File: config.mk
export PLATFORM = sky130hd
export DESIGN_NAME = adjacency_matrix_graph_traversal
export DESIGN_NICKNAME = d
export VERILOG_FILES = /design/src/rtl/amgt_pkg.sv /design/src/rtl/adjacency_matrix_graph_traversal.sv
export SDC_FILE = /design/constraint.sdc
export NUM_CORES = 1
export LEC_CHECK = 0
export BUFFER_PORTS_ARGS = -buffer_cell sky130_fd_sc_hd__buf_2
export CORE_ASPECT_RATIO = 0.8
export CORE_MARGIN = 4
export CORE_UTILIZATION = 60
export CTS_CLUSTER_SIZE = 25
export DETAILED_ROUTE_END_ITERATION = 10
export GPL_ROUTABILITY_DRIVEN = 0
export PLACE_DENSITY = 0.75
export SLEW_MARGIN = 20
export SYNTH_ARGS = -nofsm -noshare
export SYNTH_HDL_FRONTEND = slang
export SYNTH_SLANG_ARGS = --single-unit
export TNS_END_PERCENT = 30
File: constraint.sdc
create_clock -name clk -period 11.2 [get_ports clk]
set_clock_uncertainty 0.1 [all_clocks]
set_input_delay 1.68 -clock clk [delete_from_list [all_inputs] [get_ports clk]]
set_output_delay 1.68 -clock clk [all_outputs]
set_load 0.005 [all_outputs]
File: src/rtl/amgt_pkg.sv
// Shared constants and types for the adjacency-matrix graph traversal block.
`timescale 1ns / 1ps
package amgt_pkg;

	localparam int VERTEX_COUNT = 8;
	localparam int VIW          = $clog2(VERTEX_COUNT);      // vertex index width
	localparam int CW           = $clog2(VERTEX_COUNT + 1);  // counter width, holds VERTEX_COUNT

	localparam logic ACT_INSERT   = 1'b0;
	localparam logic ACT_TRAVERSE = 1'b1;

	localparam logic KIND_BFS = 1'b0;
	localparam logic KIND_DFS = 1'b1;

	typedef struct packed {
		logic [VIW-1:0] vtx;
		logic [CW-1:0]  next;
	} frame_t;

endpackage

File: src/rtl/adjacency_matrix_graph_traversal.sv
// Top level: adjacency bit matrix with BFS then DFS traversal under one scan sequencer.
//
//  channel | dir | tdata (low bit up)              | tuser       | tlast
//  s_*     | in  | vertex_a[2:0], vertex_b[5:3]    | action      | -
//  m_*     | out | vertex[2:0]                     | order_kind  | last
//
// During a traverse the sequencer tests one adjacency bit per cycle in the BFS and DFS scans, and
// a whole adjacency row per step in the start search.
// s_tready is high only while the sequencer is idle.
// One word is held back so the final one can carry last; a stalled m_* holds the sequencer.
// Reset clears the matrix and all control state.
`timescale 1ns / 1ps
module adjacency_matrix_graph_traversal
	import amgt_pkg::*;
(
	input  logic       clk,
	input  logic       arst_n,
	input  logic       s_tvalid,
	output logic       s_tready,
	input  logic [7:0] s_tdata,   // vertex_a[2:0], vertex_b[5:3], zeros
	input  logic       s_tuser,   // action
	output logic       m_tvalid,
	input  logic       m_tready,
	output logic [7:0] m_tdata,   // vertex[2:0], zeros
	output logic       m_tuser,   // order_kind
	output logic       m_tlast
);

	localparam logic [2:0] ST_IDLE     = 3'd0;
	localparam logic [2:0] ST_FIND     = 3'd1;
	localparam logic [2:0] ST_BFS_POP  = 3'd2;
	localparam logic [2:0] ST_BFS_SCAN = 3'd3;
	localparam logic [2:0] ST_DFS_TOP  = 3'd4;
	localparam logic [2:0] ST_DFS_SCAN = 3'd5;
	localparam logic [2:0] ST_DONE     = 3'd6;

	logic [2:0]              state_q;
	logic [VERTEX_COUNT-1:0] adj_q [VERTEX_COUNT];
	logic [VERTEX_COUNT-1:0] visited_q;
	logic [VIW-1:0]          queue_q [VERTEX_COUNT];
	frame_t                  stack_q [VERTEX_COUNT];
	logic [CW-1:0]           head_q, tail_q, depth_q, idx_q;
	logic [VIW-1:0]          cur_q, start_q;

	logic [VIW-1:0] pend_vertex_q;
	logic           pend_kind_q, pend_valid_q;
	logic [VIW-1:0] out_vertex_q;
	logic           out_kind_q, out_last_q, m_tvalid_q;

	logic [2:0]     in_a, in_b;
	logic           out_free, row_any, find_end, scan_hit, dfs_hit, idx_end, q_more;
	logic [VIW-1:0] idx_v, start_sel, top_idx;
	frame_t         top_f;
	logic           emit_en, emit_kind;
	logic [VIW-1:0] emit_vtx;

	always_comb begin
		in_a      = s_tdata[2:0];
		in_b      = s_tdata[5:3];
		out_free  = !m_tvalid_q || m_tready;
		idx_v     = idx_q[VIW-1:0];
		idx_end   = (idx_q == CW'(VERTEX_COUNT));
		row_any   = |adj_q[idx_v];
		find_end  = row_any || (idx_q == CW'(VERTEX_COUNT - 1));
		start_sel = row_any ? idx_v : '0;
		scan_hit  = adj_q[cur_q][idx_v] && !visited_q[idx_v];
		top_idx   = VIW'(depth_q - 1'b1);
		top_f     = stack_q[top_idx];
		dfs_hit   = adj_q[top_f.vtx][idx_v] && !visited_q[idx_v];
		q_more    = (head_q < tail_q);
		emit_en   = out_free && ((state_q == ST_BFS_POP) ||
			(state_q == ST_DFS_SCAN && !idx_end && dfs_hit &&
			 depth_q < CW'(VERTEX_COUNT)));
		if (state_q == ST_BFS_POP) begin
			emit_vtx  = q_more ? queue_q[head_q[VIW-1:0]] : start_q;
			emit_kind = q_more ? KIND_BFS : KIND_DFS;
		end else begin
			emit_vtx  = idx_v;
			emit_kind = KIND_DFS;
		end
	end

	// adjacency matrix and control state
	always_ff @(posedge clk or negedge arst_n) begin
		if (!arst_n) begin
			state_q      <= ST_IDLE;
			head_q       <= '0;
			tail_q       <= '0;
			depth_q      <= '0;
			idx_q        <= '0;
			m_tvalid_q   <= 1'b0;
			pend_valid_q <= 1'b0;
			for (int r = 0; r < VERTEX_COUNT; r++) begin
				adj_q[r] <= '0;
			end
		end else begin
			// previous word goes out once the next one is known, the final one at done
			if ((emit_en && pend_valid_q) || (state_q == ST_DONE && out_free)) begin
				m_tvalid_q <= 1'b1;
			end else if (m_tready) begin
				m_tvalid_q <= 1'b0;
			end
			unique case (state_q)
				ST_IDLE: begin
					if (s_tvalid) begin
						if (s_tuser == ACT_TRAVERSE) begin
							idx_q   <= '0;
							state_q <= ST_FIND;
						end else if (CW'(in_a) < CW'(VERTEX_COUNT) &&
							CW'(in_b) < CW'(VERTEX_COUNT)) begin
							adj_q[VIW'(in_a)][VIW'(in_b)] <= 1'b1;
							adj_q[VIW'(in_b)][VIW'(in_a)] <= 1'b1;
						end
					end
				end
				ST_FIND: begin
					if (find_end) begin
						head_q  <= '0;
						tail_q  <= CW'(1);
						state_q <= ST_BFS_POP;
					end else begin
						idx_q <= idx_q + 1'b1;
					end
				end
				ST_BFS_POP: begin
					if (out_free) begin
						if (q_more) begin
							head_q  <= head_q + 1'b1;
							idx_q   <= '0;
							state_q <= ST_BFS_SCAN;
						end else begin
							depth_q <= CW'(1);
							state_q <= ST_DFS_TOP;
						end
					end
				end
				ST_BFS_SCAN: begin
					if (scan_hit && tail_q < CW'(VERTEX_COUNT)) begin
						tail_q <= tail_q + 1'b1;
					end
					if (idx_q == CW'(VERTEX_COUNT - 1)) begin
						state_q <= ST_BFS_POP;
					end else begin
						idx_q <= idx_q + 1'b1;
					end
				end
				ST_DFS_TOP: begin
					if (depth_q == '0) begin
						state_q <= ST_DONE;
					end else begin
						idx_q   <= top_f.next;
						state_q <= ST_DFS_SCAN;
					end
				end
				ST_DFS_SCAN: begin
					if (idx_end) begin
						depth_q <= depth_q - 1'b1;
						state_q <= ST_DFS_TOP;
					end else if (dfs_hit) begin
						if (out_free) begin
							if (depth_q < CW'(VERTEX_COUNT)) begin
								depth_q <= depth_q + 1'b1;
							end else begin
								depth_q <= depth_q - 1'b1;
							end
							state_q <= ST_DFS_TOP;
						end
					end else begin
						idx_q <= idx_q + 1'b1;
					end
				end
				ST_DONE: begin
					if (out_free) begin
						pend_valid_q <= 1'b0;
						state_q      <= ST_IDLE;
					end
				end
				default: state_q <= ST_IDLE;
			endcase
			if (emit_en) begin
				pend_valid_q <= 1'b1;
			end
		end
	end

	// traversal payload: visited set, queue, stack and output words
	always_ff @(posedge clk) begin
		case (state_q)
			ST_FIND: begin
				if (find_end) begin
					start_q    <= start_sel;
					visited_q  <= VERTEX_COUNT'(1) << start_sel;
					queue_q[0] <= start_sel;
				end
			end
			ST_BFS_POP: begin
				if (out_free) begin
					if (q_more) begin
						cur_q <= queue_q[head_q[VIW-1:0]];
					end else begin
						visited_q  <= VERTEX_COUNT'(1) << start_q;
						stack_q[0] <= '{vtx: start_q, next: '0};
					end
				end
			end
			ST_BFS_SCAN: begin
				if (scan_hit && tail_q < CW'(VERTEX_COUNT)) begin
					visited_q[idx_v]              <= 1'b1;
					queue_q[tail_q[VIW-1:0]]      <= idx_v;
				end
			end
			ST_DFS_SCAN: begin
				if (emit_en) begin
					stack_q[top_idx].next       <= idx_q + 1'b1;
					visited_q[idx_v]            <= 1'b1;
					stack_q[depth_q[VIW-1:0]]   <= '{vtx: idx_v, next: '0};
				end
			end
			ST_DONE: begin
				if (out_free) begin
					out_vertex_q <= pend_vertex_q;
					out_kind_q   <= pend_kind_q;
					out_last_q   <= 1'b1;
				end
			end
			default: ;
		endcase
		if (emit_en) begin
			pend_vertex_q <= emit_vtx;
			pend_kind_q   <= emit_kind;
			if (pend_valid_q) begin
				out_vertex_q <= pend_vertex_q;
				out_kind_q   <= pend_kind_q;
				out_last_q   <= 1'b0;
			end
		end
	end

	assign s_tready = (state_q == ST_IDLE);
	assign m_tvalid = m_tvalid_q;
	assign m_tdata  = {{(8 - VIW){1'b0}}, out_vertex_q};
	assign m_tuser  = out_kind_q;
	assign m_tlast  = out_last_q;

endmodule

# Word level (Yosys, flattened, before mapping)
# Memories as Yosys holds them, arrays and structs flattened.
# Cells that the tools add are included.
totals:
  reg_bits: 108
  ram_bits: 80
  wordCells: 232
  n_memories: 2
classes:
  n_addsub: 5
  order_cmp: 16
  eq_ne: 25
  n_shift: 2
  n_mux: 106
  n_bitwise: 9
  reduce_logical: 44
mem_list:
  columns: ["memory", "depth", "word_bits", "rd", "rd_ports_with_merged_regs", "wr", "line_no", "text"]
  rows:
  - ["stack_q", 8, 7, 1, 0, 2, "adjacency_matrix_graph_traversal.sv:41", "frame_t stack_q [VERTEX_COUNT];"]
  - ["queue_q", 8, 3, 1, 0, 1, "adjacency_matrix_graph_traversal.sv:40", "logic [VIW-1:0] queue_q [VERTEX_COUNT];"]
ops:
  columns: ["cell", "n"]
  rows:
  - ["bitwise OR 64 bit", 2]
  - ["two-way mux 8 bit", 13]
  - ["two-way mux 4 bit", 20]
  - ["binary-select mux 8 bit (select 3 bit)", 3]
  - ["two-way mux 3 bit", 20]
  - ["demux 8 bit (select 3 bit)", 2]
  - ["two-way mux 1 bit", 33]
  - ["case mux 8 bit (4 select lines)", 1]
  - ["inequality test 2 bit (second input constant)", 14]
  - ["case mux 4 bit (2 select lines)", 3]
  - ["case mux 4 bit (6 select lines)", 1]
  - ["case mux 3 bit (7 select lines)", 1]
  - [">= comparator 4 bit (second input constant)", 5]
  - ["inverter 3 -> 4 bit", 5]
  - ["adder 4 x 1 -> 4 bit (second input constant)", 4]
  - ["<< shifter 1 x 3 -> 8 bit (first input constant)", 2]
  - ["logical AND 1 bit", 14]
  - ["less-than comparator 3 x 4 -> 1 bit (second input constant)", 3]
  - ["nonzero test 2 bit", 6]
  - ["AND reduction 10 bit", 1]
  - ["binary-select mux 1 bit (select 3 bit)", 3]
  - ["demux 1 bit (select 3 bit)", 3]
  - ["equality test 3 bit (second input constant)", 3]
  - [">= comparator 3 x 1 -> 1 bit (second input constant)", 3]
  - ["29 further kinds", 42]

# Depth between registers and ports, before layout
# Gate-level depths: netlist of the first run.
# An unclocked memory read counts as a cell.
logic_depth:
  depth_word: 18
  depth_mapped: 21

# Least setup slack after synthesis of the first run
# Ideal clock, no wire load.
synth_timing:
  kind: "reg-to-reg"
  start: "reg depth_q[0]"
  end: "mem stack_q[0][4] in the netlist's numbering, enable pin"
  t_arrival_ns: 4.907
  t_required_ns: 10.745
  slack_ns: 5.837
  stages_incl_launch_ff: 21
  cell_sequence: "dfrtp_1 > buf_4 > inv_2 > clkbuf_1 > clkbuf_1 > clkbuf_1 > ha_1 > buf_2 > buf_6 > mux4_2 > mux2i_4 > buf_6 > inv_2 > mux4_2 > a22o_1 > a221oi_2 > nand4_2 > nand2b_4 > buf_6 > buf_6 > o31ai_1"
synth_lines:
  columns: ["element", "line_no", "text"]
  rows:
  - ["start, declared", "adjacency_matrix_graph_traversal.sv:42", "logic [CW-1:0] head_q, tail_q, depth_q, idx_q;"]
  - ["start signal, assigned", "adjacency_matrix_graph_traversal.sv:157", "depth_q <= depth_q - 1'b1;"]
  - ["start signal, assigned", "adjacency_matrix_graph_traversal.sv:162", "depth_q <= depth_q + 1'b1;"]
  - ["start signal, assigned", "adjacency_matrix_graph_traversal.sv:164", "depth_q <= depth_q - 1'b1;"]
  - ["end, declared", "adjacency_matrix_graph_traversal.sv:41", null]

==> reports/metrics.csv, run 1 <==
stage,metric,value,unit
critical_path,"Max FO, Critical Path",48,
critical_path,Critical R2R Launch,depth_q[0]$_DFFE_PN0P_,
synthesis,Synth warnings,0,
route,post-route antenna net violation count,0,
grt,GR Util met1,42.33,%
sta,Slew headroom,28.89,%
finish,Area Overhead vs Synth,6.485,%
clock_network,Setup Buffers After CTS,0,
grt,initial antenna violation count,0,
grt,met2 GRT Util,39.19,%
sta,Final Setup Violations,0,
synthesis,"Top FF cell, synth",dfrtp_1,
route,wire length per cell,21.35,µm
grt,first-pass GRT wire length,42.52,mm
sta,Fmax,171.3,MHz
grt,GRT Overall Usage,27.07,%
route,Iter 0 DRT Violations,880,
sta,RSZ-0062 raised after global routing,no,
placement,Port Buffers,17,
placement,placed cell count,1204,
floorplan,DIE WIDTH,157.6,µm
grt,GR Util met3,5.197,%
grt,vias in the first global route,7744,
synthesis,ys async rst share,45.21,%
clock_network,buffer depth of the longest clock path,2,
worst_hold_path,HP Class,reg -> reg,
critical_path,WP data arrival,5.81,ns
grt,grt total ovfl,0,
route,Initial DRT Pass Iterations,7,
finish,Non-Filler Instances,1236,
synthesis,Post-synth EDFFs,66,
critical_path,Worst R2R Setup Slack,5.36,ns
power_and_ir_drop,pwr/cell area,120.9,mW/mm²
run,max_cap viols,0,
synthesis,synth top area cells,"dfrtp_1 20%, edfxtp_1 18%, mux4_2 7.8%",
floorplan,Site Rows,43,
finish,layout cells sized above 1,14.34,%
floorplan,Initial Utilization,61.65,%
floorplan,# IOs,25,
outcome,outcome,finished clean,
clock_network,Post-CTS Hold Fix Bufs,0,
clock_network,Skew-Pair Late Insertion Delay,0.44,ns
synthesis,Syn Inst Count,1035,
clock_network,H-tree levels,4,
finish,final instance area,0.01144,mm²
clock_network,Root Buffer,clkbuf_16,
sta,setup TNS,0,ns
critical_path,Critical Path End Type,flop,
route,DR vias/cell,6.672,
grt,largest net degree at the start of global routing,86,
route,Post-Route WL,26.39,mm
clock_network,Resize count post-CTS,0,
critical_path,WP data required,11.17,ns
synthesis,Synth top area share,19.79,%
finish,n_diodes,0,
worst_hold_path,hold-critical path endpoint,stack_q[2][1]$_SDFFE_PP0P_,
sta,Final Cycle Share,52.12,%
finish,nets,1021,
synthesis,Mapped Area,0.01075,mm²
clock_network,CTS tree,yes,
critical_path,Reg2Reg Depth,12,
synthesis,cell taking the most area after synthesis,dfrtp_1,
route,via count,8246,
clock_network,Clock Pin Slew Worst Setup and Hold Paths,0.08,ns
floorplan,Die Span Y,127.7,µm
sta,minimum clock period,5.838,ns
route,DRC errors left,0,
synthesis,synthesized flop and latch total,188,
floorplan,core area,0.01743,mm²
synthesis,Synth cell types,71,
finish,Final Core Density,65.65,%
critical_path,CP Class,reg -> reg,
grt,global routing's busiest layer,met1,
floorplan,Die ar.,0.02013,mm²
placement,post-DP HPWL,18.13,mm
sta,max-slew violations,0,
critical_path,FF-to-FF End,stack_q[0][4]$_DFFE_PP_,
worst_hold_path,Hold Crit Start,stack_q[2][1]$_SDFFE_PP0P_,
synthesis,Synth Area per Inst,10.38,µm²
power_and_ir_drop,Max rail drop VDD,108.1,µV
clock_network,Num CTS Buffers,17,
synthesis,register area share after synthesis,45.13,%
synthesis,most frequent cells after synthesis,"107 x nand2_1, 85 x dfrtp_1, 67 x nor2_1",
placement,cell area after placement,0.01081,mm²
clock_network,Sink Count,188,
critical_path,startpoint types,flop,
power_and_ir_drop,Static Leak,4.761,nW
synthesis,cell with the most instances after synthesis,nand2_1,
worst_hold_path,Min-Delay Path Depth,2,
sta,"Hold Violations, Final",0,
sta,Worst-Margin Slew,1.067,ns
-- worst max-delay path, stage by stage (launching register included) --
cell and delay [ns]:
dfrtp_2 0.41, inv_2 0.48, ha_1 0.96, mux4_2 0.45, mux2i_4 0.14, buf_4 0.39
inv_2 0.18, mux4_2 0.36, a22o_1 0.24, a221oi_2 0.42, nand4_2 0.15, nand2b_4 0.42
o31ai_1 0.70
-- kinds of logic (layout without fill, tap and decap cells) --
group | count (synthesis) | count (layout) | share of synthesized area [%]
AO/OA/AOI/OAI | 223 | 223 | 15.64
XOR/XNOR | 11 | 11 | 0.8965
adder cells (fa/ha/maj) | 10 | 10 | 1.164
buffers and inverters | 120 | 92 | 4.925
flip-flops | 188 | 188 | 45.13
multiplexers | 110 | 110 | 14.82
other | 1 | 5 | 0.03489
AND/OR/NAND/NOR | 372 | 372 | 17.39
-- area by class of cell --
type / instances / area [µm²]
timing repair buffer: 26 / 158.9
clock buffer: 17 / 425.4
tap: 225 / 281.5
sequential: 188 / 4851
clock inverter: 15 / 209.0
inverter: 34 / 127.6
multi-input combinational: 731 / 5390
fill: 1380 / 5988
-- report_power, final --
part / switching, W / internal (W) / total [W]
Combinational: 0.0000164 / 0.00000516 / 0.0000216
Clock: 0.000296 / 0.000360 / 0.000656
Sequential: 0.0000000000000000000114 / 0.000705 / 0.000705
-- flip-flops by register name, summed over array words and instances (netlist names), 4 cells and up --
register   cells
queue_q       24
adj_q         64
head_q         4
tail_q         4
stack_q       56
idx_q          4
depth_q        4
visited_q      8
-- cells in the final DEF, fill, tap and decap left out, types with 7 or more instances in the layout --
cell,netlist,layout
o2bb2ai_1,16,16
inv_1,31,31
buf_4,6,9
o31ai_1,38,38
a221o_1,14,14
mux4_2,37,37
nor4_1,11,11
nor2_1,67,67
o21ai_0,19,19
dfxtp_1,37,37
and2_1,7,7
a21o_1,9,9
nand4_1,11,11
mux2_2,13,13
xor2_1,7,7
mux2i_1,59,59
nand2b_1,59,59
nand3_1,29,29
o41ai_1,9,9
dfrtp_1,85,84
nor3_1,33,33
o22ai_1,43,43
clkbuf_16,0,17
edfxtp_1,66,66
buf_2,9,16
and3_1,8,8
nand2_1,107,107
ha_1,10,10
a21oi_1,16,16
or2_2,12,12
-- worst max-delay path by stage --
| stage | start | slack (ns) | cells past startpoint | endpoint |
|---|---|---|---|---|
| global placement | depth_q[0]$_DFFE_PN0P_ | 5.54 | 11 | stack_q[0][4]$_DFFE_PP_ |
| floorplan | depth_q[0]$_DFFE_PN0P_ | 5.84 | 20 | stack_q[0][4]$_DFFE_PP_ |
| CTS | depth_q[0]$_DFFE_PN0P_ | 5.41 | 12 | stack_q[0][4]$_DFFE_PP_ |
| detailed placement | depth_q[0]$_DFFE_PN0P_ | 5.44 | 12 | stack_q[0][6]$_DFFE_PP_ |
| global route | depth_q[0]$_DFFE_PN0P_ | 5.00 | 11 | stack_q[0][4]$_DFFE_PP_ |
| finish | depth_q[0]$_DFFE_PN0P_ | 5.36 | 12 | stack_q[0][4]$_DFFE_PP_ |
-- through the flow --
stage | worst slack [ns] | hold slack (ns) | power, W
after global placement | 5.541 | 0.3426 | 0.0007410
after CTS | 5.412 | 0.3641 | 0.001387
final | 5.362 | 0.3651 | 0.001383
after global routing | 5.003 | 0.3879 | 0.001416
after floorplan | 5.837 | 0.3262 | 0.0007320
after detailed placement | 5.440 | 0.3526 | 0.0007414
-- per-layer routing --
layer / part of all wire [%] / up-vias / routed length [µm]
met5: 0 / - / 0
met4: 1.2 / 0 / 322
met3: 8.7 / 35 / 2296
met2: 44 / 370 / 11680
met1: 46 / 4022 / 12080
li1: - / 3819 / -
Power figures use the tool's default switching activity.
==> run 2, diff against run 1 <==
- CORE_UTILIZATION: 60 -> 57
- clock period: 11.2 -> 5.1 ns (I/O delays scaled with it)
==> run 2 against run 1 <==
Net effect: non-clock buffer count is 7 higher; worst setup slack worse by 5.0 ns; design area rose by 1.4%; clock-buffer cell count stayed put; largest cell class unchanged; first-iteration DRC count rose by 12%; critical endpoint is now stack_q[0][5]$_DFFE_PP_; clock power up 110%.
==> reports/metrics.csv, run 2 (synthesis gave the netlist of run 1 again) <==
stage,metric,value,unit,change
outcome,outcome,finished clean,,
sta,setup TNS,0,ns,unchanged
floorplan,DIE WIDTH,161.5,µm,+2.5%
power_and_ir_drop,Static Leak,4.816,nW,+1.2%
finish,fillers,1454,,+5.4%
clock_network,H-tree levels,4,,unchanged
finish,Non-Filler Instances,1271,,+2.8%
critical_path,WP data arrival,4.83,ns,-0.98 ns
power_and_ir_drop,total chip power,0.002989,W,+120%
clock_network,Setup Buffers After CTS,0,,unchanged
sta,Worst-Margin Slew,0.8372,ns,-0.2295 ns
sta,RSZ-0062 raised after global routing,no,,
clock_network,Num CTS Buffers,17,,unchanged
finish,Area Overhead vs Synth,7.941,%,
critical_path,Critical Path End Type,flop,,
finish,layout cells sized above 1,15.91,%,+1.6 points
finish,multi-input logic area,0.005445,mm²,+1.0%
clock_network,Sink Count,188,,unchanged
run,max_cap viols,0,,unchanged
floorplan,Die Span Y,130.8,µm,+2.4%
finish,nets,1028,,+0.69%
sta,Final Cycle Share,93.70,%,+42 points
critical_path,WP data required,5.15,ns,-6.02 ns
route,DRC errors left,0,,unchanged
finish,max reg flops,64,,unchanged
sta,minimum clock period,4.779,ns,-1.059 ns
grt,grt total ovfl,0,,unchanged
finish,most frequent cells in the layout,"107 x nand2_1, 84 x dfrtp_1, 67 x nor2_1",,
route,post-route antenna net violation count,0,,unchanged
sta,Final Setup Violations,0,,unchanged
critical_path,startpoint types,flop,,
placement,placed cell count,1238,,+2.8%
grt,vias in the first global route,7888,,+1.9%
sta,max-slew violations,0,,unchanged
placement,post-DP HPWL,18.39,mm,+1.4%
floorplan,# IOs,25,,unchanged
route,DR vias/cell,6.629,,-0.63%
worst_hold_path,HP Class,in -> async,,
critical_path,CP bufs+invs,3,,unchanged
sta,Slew headroom,42.75,%,+14 points
clock_network,Clock Pin Slew Worst Setup and Hold Paths,0.08,ns,about the same
critical_path,"CP delay by family, top",compound AO/OA/AOI/OAI gates,,
grt,GRT Overall Usage,26.08,%,-1.0 points
clock_network,Skew-Pair Late Insertion Delay,0.44,ns,about the same
finish,biggest regs,"adj_q (64), stack_q (56), queue_q (24)",,
sta,Fmax,209.3,MHz,+22%
floorplan,core area,0.01833,mm²,+5.2%
finish,"Most flops, register",adj_q,,
floorplan,Die ar.,0.02113,mm²,+5.0%
critical_path,crit-path max cell delay,0.65,ns,-0.31 ns
grt,first-pass GRT wire length,43.35,mm,+1.9%
critical_path,Critical-path top delay cell,ha_1,,
finish,n_diodes,0,,unchanged
route,Iter 0 DRT Violations,989,,+12%
critical_path,"Max FO, Critical Path",48,,unchanged
power_and_ir_drop,Max rail drop VDD,220.5,µV,+100%
critical_path,crit path cell chain,"inv_2, ha_1, mux4_2, mux2i_4, buf_12, mux2i_1, a221oi_1, nand3_1, a221oi_2, nand4_2, nand2b_4, o31ai_1, buf_4",,
route,Initial DRT Pass Iterations,5,,-2
power_and_ir_drop,pwr/cell area,257.7,mW/mm²,+110%
clock_network,CTS tree,yes,,
clock_network,buffer depth of the longest clock path,2,,unchanged
critical_path,CP Class,reg -> reg,,
route,Post-Route WL,26.99,mm,+2.3%
clock_network,Root Buffer,clkbuf_16,,
placement,Port Buffers,17,,unchanged
grt,largest net degree at the start of global routing,86,,unchanged
finish,register area,0.004851,mm²,unchanged
route,wire length per cell,21.23,µm,-0.53%
grt,initial antenna violation count,0,,unchanged
floorplan,Site Rows,44,,+2.3%
finish,"commonest non-fill, non-tap cell in the layout",nand2_1,,
route,via count,8426,,+2.2%
floorplan,Initial Utilization,58.62,%,-3.0 points
sta,"Hold Violations, Final",0,,unchanged
## run 2: changes by cell type in the layout (fill, tap and decap cells not counted), sizes merged
cell | previous run | this run
bufinv | 3 | 0
inv | 38 | 44
clkinvlp | 3 | 0
buf | 26 | 33
## run 2: layout make-up
| type | instances | share of cell area (%) |
|---|---|---|
| Clock buffer | 17 | 3.667 |
| Inverter | 34 | 1.100 |
| Multi-Input combinational cell | 731 | 46.94 |
| Clock inverter | 15 | 1.747 |
| Tap cell | 253 | 2.729 |
| Sequential cell | 188 | 41.82 |
| Timing Repair Buffer | 33 | 1.995 |
## run 2: what timing repair did
item | 4_1_cts | 5_1_grt
endpoints found under the setup margin | 0 | 24
gates resized for setup | 0 | 10
hold buffers | 0 | 0
## run 2: worst paths after layout
path	from	end	slack (ns)	cells past startpoint
worst max-delay path	depth_q[0]$_DFFE_PN0P_	stack_q[0][5]$_DFFE_PP_	0.32	13
min in group clk	stack_q[4][3]$_SDFFE_PP0P_	stack_q[4][3]$_SDFFE_PP0P_	0.37	2
max in group asynchronous	arst_n	depth_q[0]$_DFFE_PN0P_	4.07	1
worst max register to register	depth_q[0]$_DFFE_PN0P_	stack_q[0][5]$_DFFE_PP_	0.32	13
worst min-delay path	arst_n	adj_q[43]$_DFFE_PN0P_	0.29	1
worst min register to register	stack_q[4][3]$_SDFFE_PP0P_	stack_q[4][3]$_SDFFE_PP0P_	0.37	2
## run 2: metal layers
metal / vias up / track usage (%) / wire length, µm
met1: 4124 / 38.59 / 11920
li1: 3826 / - / -
met3: 47 / 5.770 / 2631
met2: 429 / 39.22 / 12030
met4: 0 / 7.272 / 413
met5: - / 0 / 0
## run 2: stage by stage
step	worst slack [ns]	hold slack [ns]	utilization [%]	instance area, µm²
floorplan	0.06320	0.3262	-	10770
CTS	0.1260	0.3663	62.87	11530
global placement	0.2692	0.3428	59.45	10900
global route	0.01253	0.3374	63.27	11600
detailed placement	0.1366	0.3489	59.45	10900
finish	0.3214	0.2860	63.27	11600
## run 2: worst reg2reg max path, cell delays in order, from the launching register on
cell and delay (ns):
dfrtp_2 0.49, inv_2 0.19, ha_1 0.65, mux4_2 0.41, mux2i_4 0.18, buf_12 0.22, mux2i_1 0.16, a221oi_1 0.33
nand3_1 0.17, a221oi_2 0.47, nand4_2 0.15, nand2b_4 0.43, o31ai_1 0.36, buf_4 0.18
## run 2: power breakdown
part	leakage, nW	total (W)	switching (W)	internal, W
logic	2.45	0.0000475	0.0000361	0.0000113
clock network	0.305	0.00139	0.000708	0.000686
registers	2.07	0.00155	0.0000000000000000000240	0.00155
